**src/rtl/bums_pkg.sv**
```systemverilog
package bums_pkg;

   localparam int KEY_W = 32;

   typedef logic [KEY_W-1:0] key_word_type;

endpackage

```
**src/rtl/bums_cell.sv**
```systemverilog
module bums_cell
   import bums_pkg::*;
#(
   parameter int KEY_BITS = 32
) (
   input  logic                clock,
   input  logic                reset,
   input  logic                shift,
   input  logic                in_valid,
   input  logic [KEY_BITS-1:0] in_key,
   input  logic                right_valid,
   input  logic [KEY_BITS-1:0] right_key,
   output logic                valid,
   output logic [KEY_BITS-1:0] key,
   output logic                carry_valid,
   output logic [KEY_BITS-1:0] carry_key
);

   logic                valid_ff, valid_in;
   logic [KEY_BITS-1:0] key_ff, key_in;
   logic                carry_valid_ff, carry_valid_in;
   logic [KEY_BITS-1:0] carry_key_ff, carry_key_in;

   // on insert keep the smaller key and hand the larger one down the row; on shift take the right neighbour's entry
   always_comb begin
      valid_in       = valid_ff;
      key_in         = key_ff;
      carry_valid_in = 1'b0;
      carry_key_in   = carry_key_ff;
      if (shift) begin
         valid_in = right_valid;
         key_in   = right_key;
      end else if (in_valid) begin
         if (!valid_ff) begin
            valid_in = 1'b1;
            key_in   = in_key;
         end else if (in_key < key_ff) begin
            key_in         = in_key;
            carry_key_in   = key_ff;
            carry_valid_in = 1'b1;
         end else begin
            carry_key_in   = in_key;
            carry_valid_in = 1'b1;
         end
      end
   end

   always_ff @(posedge clock) begin
      if (reset) begin
         valid_ff       <= 1'b0;
         carry_valid_ff <= 1'b0;
      end else begin
         valid_ff       <= valid_in;
         carry_valid_ff <= carry_valid_in;
      end
      key_ff       <= key_in;
      carry_key_ff <= carry_key_in;
   end

   assign valid       = valid_ff;
   assign key         = key_ff;
   assign carry_valid = carry_valid_ff;
   assign carry_key   = carry_key_ff;

endmodule

```
**config.mk**
```make
export PLATFORM = sky130hd
export DESIGN_NAME = bums_cell
export DESIGN_NICKNAME = d
export VERILOG_FILES = /design/src/rtl/bums_pkg.sv /design/src/rtl/bums_cell.sv
export SDC_FILE = /design/constraint.sdc
export NUM_CORES = 1
export LEC_CHECK = 0
export BUFFER_PORTS_ARGS = -buffer_cell sky130_fd_sc_hd__buf_2
export CAP_MARGIN = 20
export CORE_UTILIZATION = 30
export DETAILED_ROUTE_END_ITERATION = 16
export PLACE_DENSITY = 0.62
export SYNTH_ARGS = -nofsm -noshare
export SYNTH_HDL_FRONTEND = slang
export SYNTH_SLANG_ARGS = --single-unit
```
**constraint.sdc**
```tcl
create_clock -name clock -period 5.1 [get_ports clock]
set_input_delay 1.02 -clock clock [delete_from_list [all_inputs] [get_ports clock]]
set_output_delay 1.02 -clock clock [all_outputs]
set_load 0.05 [all_outputs]
```
* Yosys cells after proc, flatten, opt, wreduce, memory -nomap -nowiden
Index checks and enable logic that the tools add are counted.
** Operators by class
- Eq/ne operators :: 1
- Multiplexer cells :: 8
- Bitwise operators :: 2
- Reduce and logical (&&, ||, !) cells :: 4
- Order comparisons :: 1
** Operators by type and width (number)
- two-way mux 32 bit :: 5
- < comparator 32 bit :: 1
- two-way mux 1 bit :: 3
- inequality test 3 x 2 -> 1 bit, second input constant :: 1
- AND reduction 3 bit :: 1
- OR reduction 3 bit :: 1
- inverter 1 bit :: 2
- AND reduction 2 bit :: 1
- nonzero test 2 bit :: 1
** Word-level totals
- Bits in registers :: 66
- Word-level logic and storage cells :: 20
- Bits of input ports :: 69
- Output and inout port bits :: 66

* Depth between registers and ports, before layout
- Depth after elaboration :: 5
- Mapped depth :: 9
- Mapped depth without buffers :: 8

* Least setup slack after synthesis
OpenSTA, ideal clock, no wires.
- Path kind :: in2reg
- From :: input port shift
- To :: register carry_key_ff[0], in the netlist carry_key[0] (enable)
- Library setup time :: 461 ps
- Arrival time :: 3742 ps
- Buffers on the path :: 2
- Path slack :: 897 ps
- Data required time :: 4639 ps
- Stages on the path :: 3
- Cell sequence :: clkbuf_1 > clkbuf_1 > nor3_1
** On the way
- Cells in the longest elaborated chain, start to end :: 2
** Ends and longest elaborated chain
- from (decl) :: RTL line bums_cell.sv:8 : input logic shift,
- inverter 1 bit (no source line)
- AND reduction 3 bit (no source line)
- to (signal assigned) :: RTL line bums_cell.sv:57 : carry_key_ff <= carry_key_in;
- to (decl) :: RTL line bums_cell.sv:22 : logic [KEY_BITS-1:0] carry_key_ff, carry_key_in;
No other way between the ends.
A chain may end at the register's enable or synchronous reset.

* Worst setup path in the final report
- From :: input port in_key[7]
- To :: register key_ff[26], in the netlist key[26] (enable)
** On the way
- Cells in the longest elaborated chain, start to end :: 3
** Ends and longest elaborated chain
- from (decl) :: RTL line bums_cell.sv:10 : input logic [KEY_BITS-1:0] in_key,
- < comparator 32 bit :: RTL line bums_cell.sv:37 : end else if (in_key < key_ff) begin
- inequality test 3 x 2 -> 1 bit (no source line)
- AND reduction 2 bit (no source line)
- to (signal assigned) :: RTL line bums_cell.sv:56 : key_ff <= key_in;
- to (decl) :: RTL line bums_cell.sv:20 : logic [KEY_BITS-1:0] key_ff, key_in;
No other way between the ends.

==> impl_metrics.json <==
{
  "period_share": 0.657,
  "die_area_um2": 12700,
  "syn-cell-area_um2": 3680,
  "grt_max_degree": 38,
  "firstDrtPassIters": 4,
  "pwr_density_cell_nw_per_um2": 346,
  "place_ws_ps": 1410,
  "yosys_most_used_dff": "edfxtp_1",
  "htreeDepth": 3,
  "finalCriticalPeriod_ps": 3350,
  "drv_cap": 0,
  "synthMuxAreaShare": 0.226,
  "cp_max_fo": 32,
  "ant_nets": 0,
  "clk_latency_ps": 330,
  "yosys.area_share.xor_xnor": 0,
  "ios": 135,
  "post-dp-hpwl_mm": 6.18,
  "antenna_found_initial": 1,
  "regToRegSetupSlack_ps": 2140,
  "via_per_inst": 4.59,
  "finalWirelength_mm": 8.25,
  "cts_sinks": 66,
  "holdPathStages": 2,
  "cts_hold_buf": 0,
  "first_global_vias": 2513,
  "synth-simple-area-share": 0.0347,
  "cts_buffers": 9,
  "post_cts_resize_count": 0,
  "synth_seq_cells": 66,
  "tns_ps": 0,
  "fp-row-count": 40,
  "relSlewSlack": 0.406,
  "grt-ovfl-total": 0,
  "fin_util": 0.400,
  "rsz0062_at_grt": "false",
  "place_congestion": 0.707,
  "vias": 2530,
  "hp-class": "reg -> reg",
  "r2r_cells": 7,
  "cp-end-kind": "flip-flop",
  "drt-wirelength-per-cell_um": 15.0,
  "synth_top_family_by_area": "multiplexers",
  "status": "completed",
  "die_h_um": 113,
  "final_common_cell": "buf_2",
  "path_class": "in -> reg",
  "cts_max_path_buffers": 2,
  "hold_viol": 0,
  "die_x_um": 113,
  "drv_slew": 0,
  "postCtsSetupBuffers": 0,
  "worst_slack_ps": 1750,
  "port_buffers": 134,
  "required_ps": 5070,
  "final-setup-viol-count": 0,
  "syn_to_final_growth_pct": 30.1,
  "syn_nets": 356,
  "synth_top_area_cell": "edfxtp_1",
  "clock_skew_ps": 6.72,
  "first_iter_violations": 82,
  "clkTransAtPathRegs_ps": 50,
  "grt_pass1_wl_mm": 12.8,
  "synth_fa_ha_area_frac": 0.105,
  "grtUsageTotal": 0.134,
  "final_layout_size_suffix_gt1_frac": 0.538,
  "yosysWarnings": 0,
  "arrival_ps": 3320,
  "synth-compound-area-share": 0.0524,
  "cp-start-kind": "input port",
  "syn_area_per_cell_um2": 14.4,
  "final_cell_mix": "134 x buf_2, 64 x edfxtp_1, 34 x inv_1",
  "yosysSeqAreaShare": 0.533,
  "final_nets": 498,
  "synth_area_leaders": "edfxtp_1 52%, mux2_4 12%, ha_1 11%, mux2_2 9.8%, inv_1 3.5%",
  "yosysTopAreaCellShare": 0.522,
  "cts_root_buffer": "clkbuf_16",
  "cts_tree": "yes",
  "core-area_um2": 12000,
  "vdd.ir_drop.worst_mv": 0.118,
  "syn_inst": 256,
  "clock.fmax_ghz": 0.298,
  "synth_edf_count": 64,
  "start_util": 0.308,
  "ys_types": 30,
  "drc": 0,
  "p_leak_nw": 2.23,
  "tightest_slew_ps": 891,
  "synth-async-reset-ratio": 0
}
[per-stage QoR]
| step | cells | cell area (um^2) | power (mW) | hold slack [ps] |
|---|---|---|---|---|
| after floorplan | 256 | 3680 | 1.02 | 737 |
| after global placement | 534 | 4530 | 1.13 | 539 |
| after detailed placement | 534 | 4530 | 1.14 | 552 |
| after CTS | 550 | 4780 | 1.68 | 564 |
| after global routing | 550 | 4780 | 1.74 | 592 |
| final | 551 | 4790 | 1.65 | 567 |
[metal layers]
layer,track usage,part of all wire,up-vias
met1,0.159,0.44,1189
met2,0.223,0.50,90
li1,-,-,1249
met3,0.0471,0.065,2
met4,0.0507,0.0012,0
met5,0,0,-
[layout make-up]
type / instances / area [um^2]
Fill cell: 1135 / 7180
Sequential cell: 66 / 1960
Multi-Input combinational cell: 149 / 1560
Timing Repair Buffer: 138 / 701
Clock buffer: 11 / 233
Tap cell: 147 / 184
Inverter: 34 / 128
Clock inverter: 5 / 21.3
Antenna cell: 1 / 2.50
[power by group]
part	internal [mW]	switching [mW]	leakage (nW)
clock network	0.322	0.214	0.126
registers	0.652	0.0227	0.635
logic	0.177	0.267	1.47
[cells in the mapped netlist, drive strengths merged, types with 2 or more instances]
cell type   n
a21oi      15
edfxtp     64
a211o       2
a211oi      2
nor2        5
nand2       8
o21ai       4
dfxtp       2
buf         3
clkbuf      4
inv        34
ha         31
nand2b      2
nand3       2
mux2       64
nand4       5
[state kept, by name (all words and copies together) (netlist names)]
register	cells
carry_valid	1
valid	1
key	32
carry_key	32
[cell families (layout without fill, tap and decap cells)]
| family | count (synthesis) | after routing |
|---|---|---|
| flops | 66 | 66 |
| mux | 64 | 64 |
| buf+inv | 41 | 188 |
| fa+ha+maj | 31 | 31 |
| compound gates | 29 | 29 |
| simple gates | 25 | 25 |
| other cells | 0 | 1 |
[worst max-delay path, cell delays in order]
cell and delay, ps:
buf_2 120, ha_1 310, nand4_1 100, o311a_1 380, o41ai_2 550, a211oi_1 180
a211o_2 640
[path summary, 6_finish.rpt]
kind,startpoint,end
max,in_key[7],key[26]
min,valid,carry_valid
max reg2reg,key[7],key[26]
min reg2reg,valid,carry_valid
Power figures use the tool's default switching activity.
